==> src/rtl/core/flr_pkg.sv <==
`default_nettype none
// ----------------------------------------------------------------------------
// flr_pkg
// Shared types and constants of the framed link receiver.
// ----------------------------------------------------------------------------
package flr_pkg;

  localparam int MAX_PAYLOAD = 4096;
  localparam int CNT_W       = 13;
  localparam int IDX_W       = 3;

  localparam logic [IDX_W-1:0] CFG_FLAG   = 3'd0;
  localparam logic [IDX_W-1:0] CFG_ESCAPE = 3'd1;
  localparam logic [IDX_W-1:0] CFG_ADDR   = 3'd2;
  localparam logic [IDX_W-1:0] CFG_CTRL0  = 3'd3;
  localparam logic [IDX_W-1:0] CFG_CTRL1  = 3'd4;
  localparam logic [IDX_W-1:0] CFG_DISC   = 3'd5;

  typedef enum logic [1:0] {
    EV_DATA = 2'd0,
    EV_GOOD = 2'd1,
    EV_BAD  = 2'd2,
    EV_DISC = 2'd3
  } event_kind_t;

  typedef struct packed {
    logic [7:0] flag_byte;
    logic [7:0] escape_byte;
    logic [7:0] address_byte;
    logic [7:0] info_ctrl_zero;
    logic [7:0] info_ctrl_one;
    logic [7:0] disc_ctrl;
  } cfg_t;

  typedef struct packed {
    event_kind_t      kind;
    logic [7:0]       data;
    logic             seq;
    logic [CNT_W-1:0] len;
    logic             last;
  } result_t;

  // Up to two results caused by one received word.
  typedef struct packed {
    result_t    r0;
    result_t    r1;
    logic [1:0] n;
  } res_pair_t;

endpackage
`default_nettype wire

==> src/rtl/core/flr_cfg_regs.sv <==
`default_nettype none
// ----------------------------------------------------------------------------
// flr_cfg_regs
// Configuration register file: flag, escape, address and control codes.
// ----------------------------------------------------------------------------
module flr_cfg_regs import flr_pkg::*; (
  input  wire logic             clk,
  input  wire logic             rst_n,
  input  wire logic             cfg_valid,
  output logic                  cfg_ready,
  input  wire logic [IDX_W-1:0] cfg_index,
  input  wire logic [7:0]       cfg_data,
  output cfg_t                  cfg
);

  cfg_t cfg_r;

  assign cfg_ready = 1'b1;
  assign cfg       = cfg_r;

  always_ff @(posedge clk) begin
    if (!rst_n) begin
      cfg_r.flag_byte      <= 8'd126;
      cfg_r.escape_byte    <= 8'd125;
      cfg_r.address_byte   <= 8'd3;
      cfg_r.info_ctrl_zero <= 8'd0;
      cfg_r.info_ctrl_one  <= 8'd64;
      cfg_r.disc_ctrl      <= 8'd11;
    end else if (cfg_valid) begin
      case (cfg_index)
        CFG_FLAG:   cfg_r.flag_byte      <= cfg_data;
        CFG_ESCAPE: cfg_r.escape_byte    <= cfg_data;
        CFG_ADDR:   cfg_r.address_byte   <= cfg_data;
        CFG_CTRL0:  cfg_r.info_ctrl_zero <= cfg_data;
        CFG_CTRL1:  cfg_r.info_ctrl_one  <= cfg_data;
        CFG_DISC:   cfg_r.disc_ctrl      <= cfg_data;
        default: ;
      endcase
    end
  end

endmodule
`default_nettype wire

==> src/rtl/core/flr_frame_fsm.sv <==
`default_nettype none
// ----------------------------------------------------------------------------
// flr_frame_fsm
// Header hunt, destuffing, one-word delay and frame check for each word.
// ----------------------------------------------------------------------------
module flr_frame_fsm import flr_pkg::*; (
  input  wire logic       clk,
  input  wire logic       rst_n,
  input  wire cfg_t       cfg,
  input  wire logic       fire,
  input  wire logic [7:0] rx_byte,
  output res_pair_t       res
);

  typedef enum logic [2:0] {
    ST_HUNT,
    ST_AFTER_FLAG,
    ST_AFTER_ADDR,
    ST_AFTER_CTRL,
    ST_DATA,
    ST_ESCAPED
  } state_t;

  typedef struct packed {
    logic [7:0]       held;
    logic             held_valid;
    logic [7:0]       xor_acc;
    logic [CNT_W-1:0] count;
    logic             overflow;
  } dp_t;

  typedef struct packed {
    dp_t        dp;
    logic       emit;
    logic [7:0] data;
  } take_t;

  localparam dp_t DP_CLEAR = '0;

  state_t     state_r, state_nxt;
  dp_t        dp_r, dp_nxt;
  logic       seq_r, seq_nxt;
  logic [7:0] ctrl_r, ctrl_nxt;

  function automatic take_t take_word(dp_t d, logic [7:0] b);
    take_t t;
    t.dp   = d;
    t.emit = 1'b0;
    t.data = d.held;
    if (d.held_valid) begin
      if (d.count < CNT_W'(MAX_PAYLOAD)) begin
        t.emit       = 1'b1;
        t.dp.xor_acc = d.xor_acc ^ d.held;
        t.dp.count   = d.count + 1'b1;
      end else begin
        t.dp.overflow = 1'b1;
      end
    end
    t.dp.held       = b;
    t.dp.held_valid = 1'b1;
    return t;
  endfunction

  function automatic result_t data_result(logic [7:0] b);
    result_t r;
    r      = '0;
    r.kind = EV_DATA;
    r.data = b;
    return r;
  endfunction

  always_comb begin
    take_t t1;
    take_t t2;
    logic  good;
    state_nxt = state_r;
    dp_nxt    = dp_r;
    seq_nxt   = seq_r;
    ctrl_nxt  = ctrl_r;
    res       = '0;
    t1        = take_word(dp_r, rx_byte);
    t2        = take_word(t1.dp, rx_byte);
    good      = dp_r.held_valid && (dp_r.count != '0) && !dp_r.overflow &&
                (dp_r.held == dp_r.xor_acc);
    case (state_r)
      ST_HUNT: begin
        if (rx_byte == cfg.flag_byte) state_nxt = ST_AFTER_FLAG;
      end
      ST_AFTER_FLAG: begin
        if (rx_byte == cfg.address_byte) state_nxt = ST_AFTER_ADDR;
        else if (rx_byte != cfg.flag_byte) state_nxt = ST_HUNT;
      end
      ST_AFTER_ADDR: begin
        if (rx_byte == cfg.info_ctrl_zero || rx_byte == cfg.info_ctrl_one) begin
          ctrl_nxt  = rx_byte;
          state_nxt = ST_AFTER_CTRL;
        end else if (rx_byte == cfg.flag_byte) begin
          state_nxt = ST_AFTER_FLAG;
        end else if (rx_byte == cfg.disc_ctrl) begin
          res.r0.kind = EV_DISC;
          res.n       = 2'd1;
          state_nxt   = ST_HUNT;
        end else begin
          state_nxt = ST_HUNT;
        end
      end
      ST_AFTER_CTRL: begin
        if (rx_byte == (cfg.address_byte ^ ctrl_r)) begin
          dp_nxt    = DP_CLEAR;
          state_nxt = ST_DATA;
        end else if (rx_byte == cfg.flag_byte) begin
          state_nxt = ST_AFTER_FLAG;
        end else begin
          state_nxt = ST_HUNT;
        end
      end
      ST_DATA: begin
        if (rx_byte == cfg.escape_byte) begin
          state_nxt = ST_ESCAPED;
        end else if (rx_byte == cfg.flag_byte) begin
          res.r0.kind = good ? EV_GOOD : EV_BAD;
          res.r0.seq  = seq_r;
          res.r0.len  = dp_r.count;
          res.n       = 2'd1;
          if (good) seq_nxt = ~seq_r;
          dp_nxt    = DP_CLEAR;
          state_nxt = ST_HUNT;
        end else begin
          dp_nxt = t1.dp;
          if (t1.emit) begin
            res.r0 = data_result(t1.data);
            res.n  = 2'd1;
          end
        end
      end
      ST_ESCAPED: begin
        state_nxt = ST_DATA;
        if (rx_byte == cfg.escape_byte || rx_byte == cfg.flag_byte) begin
          dp_nxt = t1.dp;
          if (t1.emit) begin
            res.r0 = data_result(t1.data);
            res.n  = 2'd1;
          end
        end else begin
          // escape word itself goes in first, then the received word
          t1     = take_word(dp_r, cfg.escape_byte);
          t2     = take_word(t1.dp, rx_byte);
          dp_nxt = t2.dp;
          if (t1.emit) begin
            res.r0 = data_result(t1.data);
            if (t2.emit) begin
              res.r1 = data_result(t2.data);
              res.n  = 2'd2;
            end else begin
              res.n = 2'd1;
            end
          end else if (t2.emit) begin
            res.r0 = data_result(t2.data);
            res.n  = 2'd1;
          end
        end
      end
      default: begin
        state_nxt = ST_HUNT;
      end
    endcase
    if (res.n == 2'd1) res.r0.last = 1'b1;
    if (res.n == 2'd2) res.r1.last = 1'b1;
  end

  always_ff @(posedge clk) begin
    if (!rst_n) begin
      state_r <= ST_HUNT;
      dp_r    <= DP_CLEAR;
      seq_r   <= 1'b1;
      ctrl_r  <= 8'd0;
    end else if (fire) begin
      state_r <= state_nxt;
      dp_r    <= dp_nxt;
      seq_r   <= seq_nxt;
      ctrl_r  <= ctrl_nxt;
    end
  end

endmodule
`default_nettype wire

==> src/rtl/core/flr_result_fifo.sv <==
`default_nettype none
// ----------------------------------------------------------------------------
// flr_result_fifo
// Four-entry result queue: takes up to two results a cycle, sends one while out_stall is low.
// ----------------------------------------------------------------------------
module flr_result_fifo import flr_pkg::*; (
  input  wire logic      clk,
  input  wire logic      rst_n,
  input  wire logic      push,
  input  wire res_pair_t pair,
  output logic           room,
  output logic           out_valid,
  input  wire logic      out_stall,
  output result_t        head
);

  result_t    mem_r [4];
  logic [1:0] wr_ptr_r, rd_ptr_r;
  logic [2:0] count_r;
  logic [1:0] push_n;
  logic       pop;

  assign push_n    = push ? pair.n : 2'd0;
  assign out_valid = (count_r != 3'd0);
  assign pop       = out_valid && !out_stall;
  // room for two more even without a pop this cycle
  assign room      = (count_r <= 3'd2);
  assign head      = mem_r[rd_ptr_r];

  always_ff @(posedge clk) begin
    if (push_n != 2'd0) mem_r[wr_ptr_r] <= pair.r0;
    if (push_n == 2'd2) mem_r[wr_ptr_r + 2'd1] <= pair.r1;
  end

  always_ff @(posedge clk) begin
    if (!rst_n) begin
      wr_ptr_r <= 2'd0;
      rd_ptr_r <= 2'd0;
      count_r  <= 3'd0;
    end else begin
      wr_ptr_r <= wr_ptr_r + push_n;
      if (pop) rd_ptr_r <= rd_ptr_r + 2'd1;
      count_r <= 3'(count_r + {1'b0, push_n} - {2'b00, pop});
    end
  end

endmodule
`default_nettype wire

==> src/rtl/core/framed_link_receiver_top.sv <==
`default_nettype none
// ----------------------------------------------------------------------------
// framed_link_receiver_top
// Byte-stuffed framed link receiver: header hunt, destuffing, frame check.
// ----------------------------------------------------------------------------
// channel  direction  handshake          payload
// in_      input      in_valid/in_stall  in_rx_byte
// out_     output     out_valid/out_stall  event_kind, data_byte, reply_seq,
//                                          frame_length, last
// cfg_     input      cfg_valid/cfg_ready  cfg_index, cfg_data
//
// One received word is taken per cycle while in_stall is low; its results
// go into a four-entry result queue, sent one result word per cycle while
// out_stall is low. in_stall rises while the queue holds three or more
// results; a word that yields two results is sent as two result words.
// Reset (rst_n low, synchronous) restores the register defaults, hunting
// state and reply sequence one; no clearing pass follows.
// ----------------------------------------------------------------------------
module framed_link_receiver_top import flr_pkg::*; (
  input  wire logic             clk,
  input  wire logic             rst_n,
  input  wire logic             in_valid,
  output logic                  in_stall,
  input  wire logic [7:0]       in_rx_byte,
  output logic                  out_valid,
  input  wire logic             out_stall,
  output logic [1:0]            out_event_kind,
  output logic [7:0]            out_data_byte,
  output logic                  out_reply_seq,
  output logic [CNT_W-1:0]      out_frame_length,
  output logic                  out_last,
  input  wire logic             cfg_valid,
  output logic                  cfg_ready,
  input  wire logic [IDX_W-1:0] cfg_index,
  input  wire logic [7:0]       cfg_data
);

  cfg_t      cfg;
  res_pair_t pair;
  result_t   head;
  logic      room;
  logic      in_fire;

  assign in_stall = !room;
  assign in_fire  = in_valid && room;

  flr_cfg_regs u_cfg (
    .clk       (clk),
    .rst_n     (rst_n),
    .cfg_valid (cfg_valid),
    .cfg_ready (cfg_ready),
    .cfg_index (cfg_index),
    .cfg_data  (cfg_data),
    .cfg       (cfg)
  );

  flr_frame_fsm u_fsm (
    .clk     (clk),
    .rst_n   (rst_n),
    .cfg     (cfg),
    .fire    (in_fire),
    .rx_byte (in_rx_byte),
    .res     (pair)
  );

  flr_result_fifo u_fifo (
    .clk       (clk),
    .rst_n     (rst_n),
    .push      (in_fire),
    .pair      (pair),
    .room      (room),
    .out_valid (out_valid),
    .out_stall (out_stall),
    .head      (head)
  );

  assign out_event_kind   = head.kind;
  assign out_data_byte    = head.data;
  assign out_reply_seq    = head.seq;
  assign out_frame_length = head.len;
  assign out_last         = head.last;

endmodule
`default_nettype wire

==> config.mk <==
export PLATFORM = sky130hd
export DESIGN_NAME = framed_link_receiver_top
export DESIGN_NICKNAME = d
export VERILOG_FILES = /design/src/rtl/core/flr_pkg.sv /design/src/rtl/core/flr_cfg_regs.sv /design/src/rtl/core/flr_frame_fsm.sv /design/src/rtl/core/flr_result_fifo.sv /design/src/rtl/core/framed_link_receiver_top.sv
export SDC_FILE = /design/constraint.sdc
export NUM_CORES = 1
export LEC_CHECK = 0
export BUFFER_PORTS_ARGS = -buffer_cell sky130_fd_sc_hd__buf_2
export CORE_MARGIN = 2
export CORE_UTILIZATION = 34
export DETAILED_ROUTE_END_ITERATION = 16
export GPL_TIMING_DRIVEN = 0
export SLEW_MARGIN = 20
export SYNTH_ARGS = -nofsm -noshare
export SYNTH_HDL_FRONTEND = slang
export SYNTH_HIERARCHICAL = 1
export SYNTH_SLANG_ARGS = --single-unit
export TNS_END_PERCENT = 50
==> constraint.sdc <==
create_clock -name clk -period 3.5 [get_ports clk]
set_input_delay 0.175 -clock clk [delete_from_list [all_inputs] [get_ports clk]]
set_output_delay 0.175 -clock clk [all_outputs]
set_load 0.05 [all_outputs]
After elaboration in Yosys (flattened, before gate mapping)
Memory sizes are Yosys's and may differ from the RTL's. A register that Yosys moved wholly into a read port is not among the register bits.
Cells that the tools add are included.
{"block": "word_totals", "regBits": 98, "ram_bits": 100, "in_bits": 24, "out_inout_bits": 28, "word_cells": 149, "mem_count": 1}
{"memory": "u_fifo.mem_r", "words": 4, "word_bits": 25, "read_ports": 1, "rd_ports_with_merged_regs": 1, "wr": 2, "line_no": "flr_result_fifo.sv:17", "source": "result_t mem_r [4];"}
{"block": "classes", "n_addsub": 7, "n_lt_le_gt_ge": 3, "n_eq_ne": 27, "n_mux": 63, "bitwise": 5, "reduce_logical": 26}
{"cell": "23-bit two-way mux", "count": 9}
{"cell": "25-bit two-way mux", "count": 4}
{"cell": "31-bit two-way mux", "count": 3}
{"cell": "31-bit one-hot mux with 3 select lines", "count": 1}
{"cell": "8-bit == test", "count": 8}
{"cell": "23-bit one-hot mux with 2 select lines", "count": 1}
{"cell": "21-bit two-way mux", "count": 2}
{"cell": "2-bit two-way mux", "count": 15}
{"cell": "13-bit by 1-bit adder with 13-bit output (second input constant)", "count": 2}
{"cell": "13-bit less-than comparator (second input constant)", "count": 2}
{"cell": "8-bit XOR", "count": 3}
{"cell": "22-bit two-way mux", "count": 1}
{"cell": "3-bit two-way mux", "count": 7}
{"cell": "3-bit one-hot mux with 6 select lines", "count": 1}
{"cell": "1-bit two-way mux", "count": 15}
{"cell": "14-bit two-way mux", "count": 1}
{"cell": "13-bit nonzero test", "count": 1}
{"cell": "3-bit by 2-bit == test with 1-bit output (second input constant)", "count": 4}
{"cell": "3-bit == test (second input constant)", "count": 4}
{"cell": "2-bit one-hot mux with 3 select lines", "count": 2}
{"cell": "2-bit AND reduction", "count": 6}
{"cell": "8-bit two-way mux", "count": 1}
{"cell": "8-bit inequality test", "count": 1}
{"cell": "4-bit AND reduction", "count": 2}
{"cell": "20 further kinds", "count": 35}

Logic depth before layout (Yosys ltp)
Gate-level depths: netlist of run 1.
{"block": "logic_depth", "depth_word": 17, "mapped_depth": 19, "mapped_depth_nobuf": 16}

By module
The synthesis of run 1 kept the hierarchy.
{"module": "flr_result_fifo", "instances": 1, "cells_per_inst": 299, "area_per_inst_um2": 5383.9, "seq_area_each_um2": 3183.1}
{"module": "flr_frame_fsm", "instances": 1, "cells_per_inst": 523, "area_per_inst_um2": 4112.7, "seq_area_each_um2": 860.8}
{"module": "flr_cfg_regs", "instances": 1, "cells_per_inst": 181, "area_per_inst_um2": 1886.8, "seq_area_each_um2": 960.9}
{"module": "framed_link_receiver_top", "instances": 1, "cells_per_inst": 2, "area_per_inst_um2": 10.0, "seq_area_each_um2": 0.0}

Worst setup path after synthesis of run 1
OpenSTA, ideal clock, no wires.
{"block": "synth_timing", "path_type": "reg-to-reg", "startpoint": "register u_fsm/dp_r[2] (netlist name)", "endpoint": "memory u_fifo/mem_r[2][0] (netlist name), enable pin", "setup_ns": 0.416, "arrival_time_ns": 3.450, "required_time_ns": 3.084, "path_slack_ns": -0.367, "path_stages_with_launch": 12, "period_less_slack_ns": 3.867, "path_cell_list": "dfxtp_1 -> ha_1 -> and3_1 -> a41oi_2 -> ha_1 -> a21oi_1 -> o211a_1 -> inv_1 -> clkbuf_2 -> nor3b_2 -> nor2b_1 -> o22ai_1"}
{"item": "start, declared", "line_no": "flr_frame_fsm.sv:41", "source": "dp_t dp_r, dp_nxt;"}
{"item": "start signal, assigned", "line_no": "flr_frame_fsm.sv:179", "source": "dp_r <= dp_nxt;"}
{"item": "end, declared", "line_no": "flr_result_fifo.sv:17"}

==> results of run 1 <==
[critical path: cells and delay by family, from the launching register on]
family | cells | cell delay, ps
compound gates | 3 | 480
fa+ha+maj | 2 | 520
buf+inv | 4 | 600
flops | 1 | 410
mux | 1 | 350
simple gates | 2 | 750
[area by class of cell]
class | instances | area (um^2) | share of cell area
Tap cell | 448 | 561 | 0.0421
Clock inverter | 15 | 218 | 0.0163
Inverter | 17 | 67.6 | 0.00507
Buffer | 82 | 515 | 0.0387
Multi-Input combinational cell | 718 | 6040 | 0.453
Timing Repair Buffer | 66 | 463 | 0.0347
Clock buffer | 17 | 425 | 0.0319
Sequential cell | 200 | 5040 | 0.378
[logic make-up after synthesis]
family | Yosys count | synth area share
and+or+nand+nor | 307 | 0.161
DFF | 200 | 0.439
muxes | 184 | 0.200
AOI/OAI and AO/OA | 107 | 0.0668
buffers and inverters | 102 | 0.0490
xor gates and xnor gates | 94 | 0.0729
adders and majority gates | 9 | 0.0105
other | 2 | 0.000659
[flip-flops by register name (all words and copies together) (netlist names), named ones only]
signal and count:
u_cfg/cfg 48, u_fsm/seq_r 1, u_fifo/count_r 3, u_fsm/ctrl_r 8
u_fsm/dp_r 31, u_fifo/wr_ptr_r 2, u_fifo/rd_ptr_r 2, u_fifo/mem_r 100
u_fsm/state_r 3
[synth_stat cells, drive strengths merged, types with 24 or more instances]
master / instances
nand3: 24
clkbuf: 28
xor2: 49
mux2: 102
nor2b: 32
edfxtp: 100
buf: 57
and2: 31
xnor2: 45
mux2i: 57
mux4: 25
nand2: 87
dfxtp: 100
nor2: 29
[layer usage]
layer,GRT usage,part of all wire
met5,0,0
met4,0.0400,0.012
met3,0.0236,0.030
met2,0.263,0.48
met1,0.215,0.48
[worst max-delay path by stage]
stage,to,slack [ps],cells past startpoint
finish,u_fifo/mem_r[1][7]$_DFFE_PP_,130,12
global route,u_fifo/count_r[2]$_SDFF_PN0_,-3,17
floorplan,u_fifo/mem_r[1][0]$_DFFE_PP_,-190,9
detailed placement,u_fifo/count_r[2]$_SDFF_PN0_,-600,17
CTS,u_fifo/count_r[2]$_SDFF_PN0_,30,18
global placement,u_fifo/mem_r[1][17]$_DFFE_PP_,-1610,9
[stage by stage]
stage,util,std cells,hold WS (ps)
global route,0.401,1563,47.8
detailed placement,0.372,1514,465
global placement,0.368,1510,458
floorplan,-,1020,297
CTS,0.395,1549,14.7
finish,0.401,1563,23.9
[power groups by stage]
stage	logic [mW]	clock network [mW]	registers, mW
2_1_floorplan	0.762	0	2.54
3_3_place_gp	0.959	0	2.55
3_5_place_dp	0.965	0	2.55
4_1_cts	0.972	2.18	2.50
5_1_grt	1.05	2.25	2.50
6_report	0.970	2.13	2.49
[cell usage in the layout (no fill, tap or decap), types with 5 or more instances in the layout]
cell type,count
inv_1,16
and2_1,31
o21ai_0,10
nand4b_1,12
clkbuf_16,17
dfxtp_4,9
mux2_2,95
nor4_2,5
nor3_1,8
ha_1,6
o22ai_1,6
mux2i_1,57
buf_4,40
a31oi_1,10
conb_1,17
and4_1,12
mux4_2,25
nor2b_1,31
and3_1,5
clkbuf_1,21
xor2_1,49
nand4_1,15
buf_6,11
a22o_1,12
nand2_1,85
nand3_1,22
mux2_1,7
xnor2_1,41
dfxtp_1,87
clkinv_8,5
buf_2,67
nor2_1,26
a21oi_1,21
a211o_1,11
nor3_2,7
nor4_1,10
edfxtp_1,100
o21ai_1,7
[repair_timing]
action                                  4_1_cts  5_1_grt
pin swaps                                     4        6
buffers inserted                              6       14
resized for setup                            36       18
endpoints found under the setup margin      150       52
==> results.md, run 1 <==
* Status: completed
* Startpoint Class: flop
* Clock Sinks at 200
* TritonCTS clock tree: built
* CP arrival at 3570 ps
* Pre-CTS setup slack at -602 ps
* DR vias at 7963
* Syn Area/Cell at 11.3 um^2
* Die area at 0.0350 mm^2
* DRT iter0 DRCs at just over 700
* Final setup violating endpoints at 0
* FF-to-FF path depth at 12
* Port Buffers at 42
* Max Root-Sink Buffers at 2
* DRC violations left at 0
* Commonest register cell after synthesis: edfxtp_1
* Row count at 67
* Post-DR wirelength/cell at between 15 and 20 um
* Die W at 187 um
* Top cell type's share of synthesized area at 0.264
* Drt first pass iters at 5
* Critical Path, Cell by Cell: ha_4 > and3_1 > a41oi_4 > ha_1 > a21oi_1 > o211a_1 > inv_1 > buf_6 > buf_4 > nor4_4 > buf_6 > mux2_2
* Worst Setup End Kind: flop
* Ant. Diodes at 0
* Pins Over Slew Limit at 0
* Synth Register Bits at 200
* Fill count at 3232
* Routed WL at 27600 um
* Worst-path clk slew at 90 ps
* Top cells by area, synth: edfxtp_1 (26%), dfxtp_1 (18%), mux2_2 (9.4%)
* Maxcap violations at 0
* Synth Cell Area at 0.0114 mm^2
* WS Path Type: reg -> reg
* Maximum VDD drop at 0.322 mV
* Total grt overflow at 0
* Highest Clock Rate at 297 MHz
* Seq/Total Area, Yosys at 0.439
* Largest net degree at the start of global routing at 25
* Reg power frac at 0.446
* Yosys warns at 6
* Root Buffer: clkbuf_16
* Combinational power share at 0.173
* Cells after Synth at 1005
* Net Switching at 1.78 mW
* Post-cts hold buffer count at 0
* Critical path's most frequent cell: buf_6
* Total GRT Usage at 0.158
* Final min period at 3370 ps
* PwrDens at 419 mW/mm^2
* Setup_tns at 0 ps
* Hold path endpoint: u_cfg/cfg[42]$_SDFFE_PN1P_
* Worst-Margin Slew at 1050 ps
* Vias/cell at 5.09
* Core area at 0.0333 mm^2
* Final Hold Fails at 0
* P_leak at about 5 nW
* Crit path required time at 3700 ps
* Post-DP HPWL at 19200 um
* RR Startpoint: u_fsm/dp_r[2]$_SDFFE_PN0P_
* Critical Path Source: u_fsm/dp_r[2]$_SDFFE_PN0P_
* Final setup margin at 132 ps
* Switching part of the total at 0.319
* Netlist cell types at 79
* Hold_sp: cfg_data[2]
* Clk network pwr share at 0.381
* CP max stage cell: nor4_4
* RR Endpoint: u_fifo/mem_r[1][7]$_DFFE_PP_
* I/O pin count at between 50 and 60
* Hold depth at 3
* Post-DP Area at 0.0124 mm^2
* Power Internal at 3.81 mW
* Overall power at about 5.6 mW
* CP Max Fanout at 10
* Antenna viol nets, final at 0
* CTS Buf Count at 17
* Initial Util at 0.342
* H-tree Lvls at 4
* Synth area leader: edfxtp_1
* Number of global-route vias before repair at 7787
* Global placement routability congestion at 0.843
* Hold/Removal Path Class: in -> reg
* Cell area after layout at 0.0133 mm^2
* R2R Setup Slk at 130 ps
* Max incr delay on CP at roughly 540 ps
* Clk_skew at ~26 ps
* Initial antenna violation count at 0
* Relative slew slack at 0.298
* Global-route wire length before repair at 43700 um
* Post-synth ARST share at 0
* Layout Nets at 1135
* Fin crit share at 0.962
* Skew-Pair Late Insertion Delay at 460 ps
* Die Y at around 190 um
* Layout area overhead at 17.0%
* Post-synth EDFFs at 100
* Share of cells above drive strength 1 at 0.300
(Power assumes the default switching activity.)
==> run 2, diff against run 1 <==
--- a/config.mk
+++ b/config.mk
@@ -6,6 +6,7 @@
 export NUM_CORES = 1
 export LEC_CHECK = 0
 export BUFFER_PORTS_ARGS = -buffer_cell sky130_fd_sc_hd__buf_2
+export CAP_MARGIN = 40
 export CORE_MARGIN = 2
 export CORE_UTILIZATION = 34
 export DETAILED_ROUTE_END_ITERATION = 16
==> constraint.sdc (replaced) <==
create_clock -name clk -period 3.7 [get_ports clk]
set_input_delay 0.185 -clock clk [delete_from_list [all_inputs] [get_ports clk]]
set_output_delay 0.185 -clock clk [all_outputs]
set_load 0.05 [all_outputs]
==> results.md, run 2 (synthesis results as in run 1) <==
* Global-route wire length before repair at 44200 um (+1.2%)
* Post-DR wirelength/cell at 17.8 um (+0.96%)
* CTS Buf Count at 17 (unchanged)
* Final min period at 3450 ps (+84.6 ps)
* Commonest non-fill, non-tap cells in the layout: edfxtp_1 (100), mux2_2 (95), dfxtp_1 (88), nand2_1 (84), buf_2 (70)
* WS Path Type: reg -> reg
* Core area at 0.0333 mm^2 (unchanged)
* Worst-path clk slew at 80 ps (about the same)
* Final setup violating endpoints at 0 (unchanged)
* Layout area overhead at 15.1%
* RR Startpoint: u_cfg/cfg[46]$_SDFFE_PN1P_
* Relative slew slack at 0.467 (+0.169)
* Antenna viol nets, final at 0 (unchanged)
* Skew-Pair Late Insertion Delay at 440 ps (-20 ps)
* Status: completed
* Drt first pass iters at 5 (unchanged)
* Routed WL at 27700 um (+0.38%)
* Max incr delay on CP at 420 ps (-120 ps)
* Number of global-route vias before repair at 7875 (+1.1%)
* PwrDens at 390 mW/mm^2 (-7.0%)
* Most flops, register: u_fifo/mem_r
* Post-DP HPWL at 19300 um (+0.84%)
* Ant. Diodes at 0 (unchanged)
* DRC violations left at 0 (unchanged)
* Final setup margin at 247 ps (+115 ps)
* Initial Util at 0.342 (unchanged)
* P_leak at 4.88 nW (-2.2%)
* CP Max Fanout at 7 (-3)
* DRT iter0 DRCs at 627 (-12%)
* Maxcap violations at 0 (unchanged)
* Max Root-Sink Buffers at 2 (unchanged)
* Clk_skew at 12.6 ps (-13.0 ps)
* Maximum VDD drop at 0.298 mV (-7.4%)
* I/O pin count at 52 (unchanged)
* Hold path endpoint: u_cfg/cfg[44]$_SDFFE_PN1P_
* CP arrival at 3800 ps (+230 ps)
* Root Buffer: clkbuf_16
* Pins Over Slew Limit at 0 (unchanged)
* Vias/cell at 5.14 (+0.95%)
* Die area at 0.0350 mm^2 (unchanged)
* CP bufs+invs at 6 (+2)
* Largest net degree at the start of global routing at 21 (-16%)
* Port Buffers at 42 (unchanged)
* Fin crit share at 0.933 (-0.0292)
* Critical Path, Cell by Cell: xor2_1 > nor4_2 > buf_4 > nand2_2 > buf_6 > a21oi_1 > a21oi_1 > o211a_1 > inv_1 > buf_6 > nand2_2 > ha_4 > inv_1 > ha_1 > inv_1 > fa_1 > xor2_1 > xnor2_1 > and2_1
* Pre-CTS setup slack at -537 ps (+65.2 ps)
* Die Y at 187 um (unchanged)
* RR Endpoint: u_fifo/count_r[2]$_SDFF_PN0_
* Most common library cell in the layout ignoring fill and taps: edfxtp_1
* TritonCTS clock tree: built
* Worst-Margin Slew at 795 ps (-254 ps)
* Layout Nets at 1127 (-0.70%)
* Startpoint Class: flop
* Post-cts hold buffer count at 0 (unchanged)
* DR vias at 7992 (+0.36%)
* Total grt overflow at 0 (unchanged)
* Max FFs per register at 100 (unchanged)
* RSZ-0062 raised after global routing: no
* Hold/Removal Path Class: in -> reg
* Hold_sp: cfg_data[4]
* Hold depth at 3 (unchanged)
* Initial antenna violation count at 0 (unchanged)
* Crit path required time at 4050 ps (+350 ps)
* Global placement routability congestion at 0.837 (-0.70%)
* Total GRT Usage at 0.160 (+0.00183)
* Row count at 67 (unchanged)
* Worst Setup End Kind: flop
* Clock Sinks at 200 (unchanged)
* FF-to-FF path depth at 19 (+7)
* Die W at 187 um (unchanged)
* Critical path's most frequent cell: inv_1
* Highest Clock Rate at 290 MHz (-2.5%)
* Share of cells above drive strength 1 at 0.290 (-0.0102)
* Final Hold Fails at 0 (unchanged)
* R2R Setup Slk at 250 ps (+120 ps)
* Min Hold Slack at 49.9 ps (+26.1 ps)
* H-tree Lvls at 4 (unchanged)
* Crit path max-delay family: adder cells
* CP max stage cell: fa_1
run 2: changes by cell type in the layout (fill, tap and decap cells not counted), moves of 3 or more:
cell	previous run	this run
buf_2	67	70
buf_4	40	28
xnor2_1	41	44
dfxtp_4	9	0
clkinv_8	5	1
inv_12	4	1
dfxtp_2	4	12
xnor2_2	4	1
run 2: metrics by stage:
step                area [um^2]  instances  utilization  power [mW]  TNS [ps]
finish                    13100       1554        0.394        5.12         0
global route              13100       1554        0.394        5.32         0
CTS                       13000       1544        0.390        5.17      -150
detailed placement        12400       1515        0.372        3.33    -15470
global placement          12200       1510        0.367        3.32   -120180
floorplan                 11500       1020            -        3.13     -2010
run 2: worst max path at each step:
stage	slack, ps	cells after the start	to	start
finish	250	19	u_fifo/count_r[2]$_SDFF_PN0_	u_cfg/cfg[46]$_SDFFE_PN1P_
global route	20	9	u_fifo/mem_r[1][3]$_DFFE_PP_	u_fsm/state_r[2]$_SDFFE_PN0P_
CTS	-150	18	u_fifo/count_r[2]$_SDFF_PN0_	u_cfg/cfg[45]$_SDFFE_PN1P_
detailed placement	-540	19	u_fifo/count_r[2]$_SDFF_PN0_	in_rx_byte[5]
global placement	-1610	8	u_fifo/mem_r[0][17]$_DFFE_PP_	u_fsm/dp_r[2]$_SDFFE_PN0P_
floorplan	-80	11	u_fifo/mem_r[0][0]$_DFFE_PP_	u_fsm/dp_r[2]$_SDFFE_PN0P_
run 2: layout make-up:
type,instances,area [um^2]
fillers,3221,20200
clock buffers,17,425
inverters,17,67.6
plain buffers,82,504
multi-input cells,718,6000
repair buffers,58,393
clock inverters,14,144
well taps,448,561
flip-flops and latches,200,5020
run 2: power by group:
part | internal [mW] | switching (mW) | leakage [nW]
Sequential | 2.34 | 0.0264 | 1.65
Combinational | 0.311 | 0.607 | 2.95
Clock | 0.901 | 0.936 | 0.277
Total | 3.55 | 1.57 | 4.88
run 2: metal layers:
metal,share of wire,vias to the layer above,global-route usage
met5,0,-,0
met4,0.018,0,0.0501
met3,0.036,29,0.0208
met2,0.48,216,0.262
met1,0.47,3903,0.219
li1,-,3844,-
run 2: worst reg2reg max path, cell delays in order, from the launching register on:
cell and delay, ps:
dfxtp_1 320, xor2_1 150, nor4_2 300, buf_4 180, nand2_2 110, buf_6 180, a21oi_1 150, a21oi_1 60
o211a_1 230, inv_1 70, buf_6 130, nand2_2 120, ha_4 260, inv_1 50, ha_1 130, inv_1 50
fa_1 420, xor2_1 170, xnor2_1 120, and2_1 150
run 2: what timing repair did:
| action | in CTS | in global routing |
|---|---|---|
| buffers inserted | 0 | 10 |
| setup endpoints to repair | 64 | 35 |
| pin swaps | 0 | 5 |
| gates resized for setup | 10 | 30 |
==> run 3, diff against run 2 <==
--- a/config.mk
+++ b/config.mk
@@ -7,6 +7,7 @@
 export LEC_CHECK = 0
 export BUFFER_PORTS_ARGS = -buffer_cell sky130_fd_sc_hd__buf_2
 export CAP_MARGIN = 40
+export CORE_ASPECT_RATIO = 0.6
 export CORE_MARGIN = 2
 export CORE_UTILIZATION = 34
 export DETAILED_ROUTE_END_ITERATION = 16
==> results.md, run 3 (synthesis results as in run 1) <==
* Die area at 0.0350 mm^2 (+0.14%)
* Max Root-Sink Buffers at 2 (unchanged)
* Total GRT Usage at 0.179 (+0.0190)
* Relative slew slack at 0.439 (-0.0281)
* Global-route wire length before repair at 47600 um (+7.6%)
* TritonCTS clock tree: built
* Crit path required time at 4050 ps (about the same)
* Most common library cell in the layout ignoring fill and taps: edfxtp_1
* Pins Over Slew Limit at 0 (unchanged)
* DR vias at 8146 (+1.9%)
* Startpoint Class: flop
* Number of global-route vias before repair at 7810 (-0.83%)
* Root Buffer: clkbuf_16
* Final core occ at 0.402 (+0.00760)
* Ant. Diodes at 0 (unchanged)
* CP max stage cell: fa_1
* CP arrival at 3890 ps (+90 ps)
* Largest net degree at the start of global routing at 26 (+24%)
* Maxcap violations at 0 (unchanged)
* Overall power at 5.20 mW (+1.6%)
* WS Path Type: reg -> reg
* Max FFs per register at 100 (unchanged)
* Hold/Removal Path Class: in -> reg
* Row count at 51 (-24%)
* Maximum VDD drop at 0.300 mV (+0.76%)
* Die Y at 146 um (-22%)
* I/O pin count at 52 (unchanged)
* Routed WL at 30400 um (+9.9%)
* Layout area overhead at 15.4%
* Clk_skew at 11.4 ps (-1.16 ps)
* Highest Clock Rate at 283 MHz (-2.4%)
* Post-cts hold buffer count at 0 (unchanged)
* Final Hold Fails at 0 (unchanged)
* Final setup violating endpoints at 0 (unchanged)
* Total grt overflow at 0 (unchanged)
* Die W at 240 um (+28%)
* Post-DR wirelength/cell at 19.5 um (+9.4%)
* Worst-Margin Slew at 835 ps (+40.0 ps)
* Post-DP Area at 0.0124 mm^2 (about the same)
* Status: completed
* Hold depth at 3 (unchanged)
* Fin crit share at 0.956 (+0.0228)
* PwrDens at 395 mW/mm^2 (+1.3%)
* H-tree Lvls at 4 (unchanged)
* FF-to-FF path depth at 18 (-1)
* Core area at 0.0327 mm^2 (-1.6%)
* Worst Setup End Kind: flop
* Port Buffers at 42 (unchanged)
* CTS Buf Count at 17 (unchanged)
* CP Max Fanout at 10 (+3)
* Initial antenna violation count at 0 (unchanged)
* DRT iter0 DRCs at 810 (+29%)
* Layout Nets at 1131 (+0.35%)
* Global placement routability congestion at 0.817 (-2.4%)
* DRC violations left at 0 (unchanged)
* Final min period at 3540 ps (+84.3 ps)
* Skew-Pair Late Insertion Delay at 460 ps (+20 ps)
* Antenna viol nets, final at 0 (unchanged)
* Critical Path, Cell by Cell: xor2_1 > nor4_2 > nand2_1 > buf_6 > a21oi_1 > a21oi_1 > o211a_1 > inv_1 > buf_4 > nand2_2 > ha_1 > inv_1 > ha_1 > inv_1 > fa_1 > xor2_1 > xnor2_1 > and2_1
* Most flops, register: u_fifo/mem_r
* Critical path's most frequent cell: inv_1
* Cell area after layout at 0.0132 mm^2 (+0.26%)
* Commonest non-fill, non-tap cells in the layout: edfxtp_1 (100), mux2_2 (95), dfxtp_1 (88), nand2_1 (85), buf_2 (70)
* Share of cells above drive strength 1 at 0.289 (-0.00131)
* Clock Sinks at 200 (unchanged)
* Setup_tns at 0 ps (unchanged)
* Vias/cell at 5.22 (+1.5%)
* Post-DP HPWL at 21900 um (+13%)
* P_leak at 4.91 nW (+0.47%)
* Worst-path clk slew at 70 ps (about the same)
* Drt first pass iters at 5 (unchanged)
* Max incr delay on CP at 430 ps (about the same)
* Initial Util at 0.348 (+0.00571)
[run 3: cell types whose count changed in the layout (fill, tap and decap cells not counted), sizes merged]
| cell | before | now |
|---|---|---|
| bufinv | 0 | 1 |
| buf | 114 | 119 |
| clkdlybuf4s15 | 0 | 1 |
| clkbuf | 43 | 44 |
| clkinvlp | 2 | 1 |
| inv | 25 | 23 |
[run 3: critical path, delay by kind of cell, from the launching register on]
family | cells | cell delay, ps
AO/OA/AOI/OAI | 3 | 500
XOR/XNOR | 3 | 440
adder cells (fa/ha/maj) | 3 | 860
buffers and inverters | 5 | 530
flip-flops | 1 | 330
AND/OR/NAND/NOR | 4 | 770
[run 3: layout make-up]
class	count	area, um^2
fillers	3098	19600
inverters	17	67.6
flip-flops and latches	200	5040
repair buffers	62	419
clock inverters	12	129
well taps	450	563
plain buffers	82	504
clock buffers	20	447
multi-input cells	718	5980
[run 3: worst paths after layout]
| kind | start | slack (ps) | end |
|---|---|---|---|
| min | cfg_data[6] | 50 | u_cfg/cfg[14]$_SDFFE_PN1P_ |
| max reg2reg | u_cfg/cfg[42]$_SDFFE_PN1P_ | 160 | u_fifo/count_r[2]$_SDFF_PN0_ |
| max | u_cfg/cfg[42]$_SDFFE_PN1P_ | 160 | u_fifo/count_r[2]$_SDFF_PN0_ |
| min reg2reg | u_cfg/cfg[31]$_SDFFE_PN0P_ | 470 | u_cfg/cfg[31]$_SDFFE_PN0P_ |
[run 3: repair_timing]
action                                  in CTS  in global routing
setup buffers                                3                 10
endpoints found under the setup margin      22                 21
gates resized for setup                     22                 23
cloned                                       0                  0
hold endpoints to repair                     0                  0
pin swaps                                    3                  4
[run 3: routing by layer]
metal  part of all wire  vias to the layer above  track usage
li1                   -                     3864            -
met1               0.52                     3983        0.286
met4             0.0062                        0       0.0348
met2               0.40                      281        0.239
met5                  0                        -            0
met3              0.068                       18       0.0414
[run 3: through the flow]
| stage | instances | hold WS (ps) | setup slack, ps |
|---|---|---|---|
| 4_1_cts | 1551 | 36.5 | 9.01 |
| 6_report | 1561 | 49.6 | 163 |
| 3_5_place_dp | 1519 | 467 | -319 |
| 5_1_grt | 1561 | 46.5 | -17.4 |
| 2_1_floorplan | 1020 | 307 | -80.3 |
| 3_3_place_gp | 1512 | 456 | -1750 |
[run 3: power breakdown]
| part | total [mW] | switching (mW) | internal (mW) | leakage, nW |
|---|---|---|---|---|
| clock network | 1.89 | 0.921 | 0.971 | 0.283 |
| logic | 0.948 | 0.637 | 0.310 | 2.96 |
| registers | 2.36 | 0.0265 | 2.33 | 1.66 |
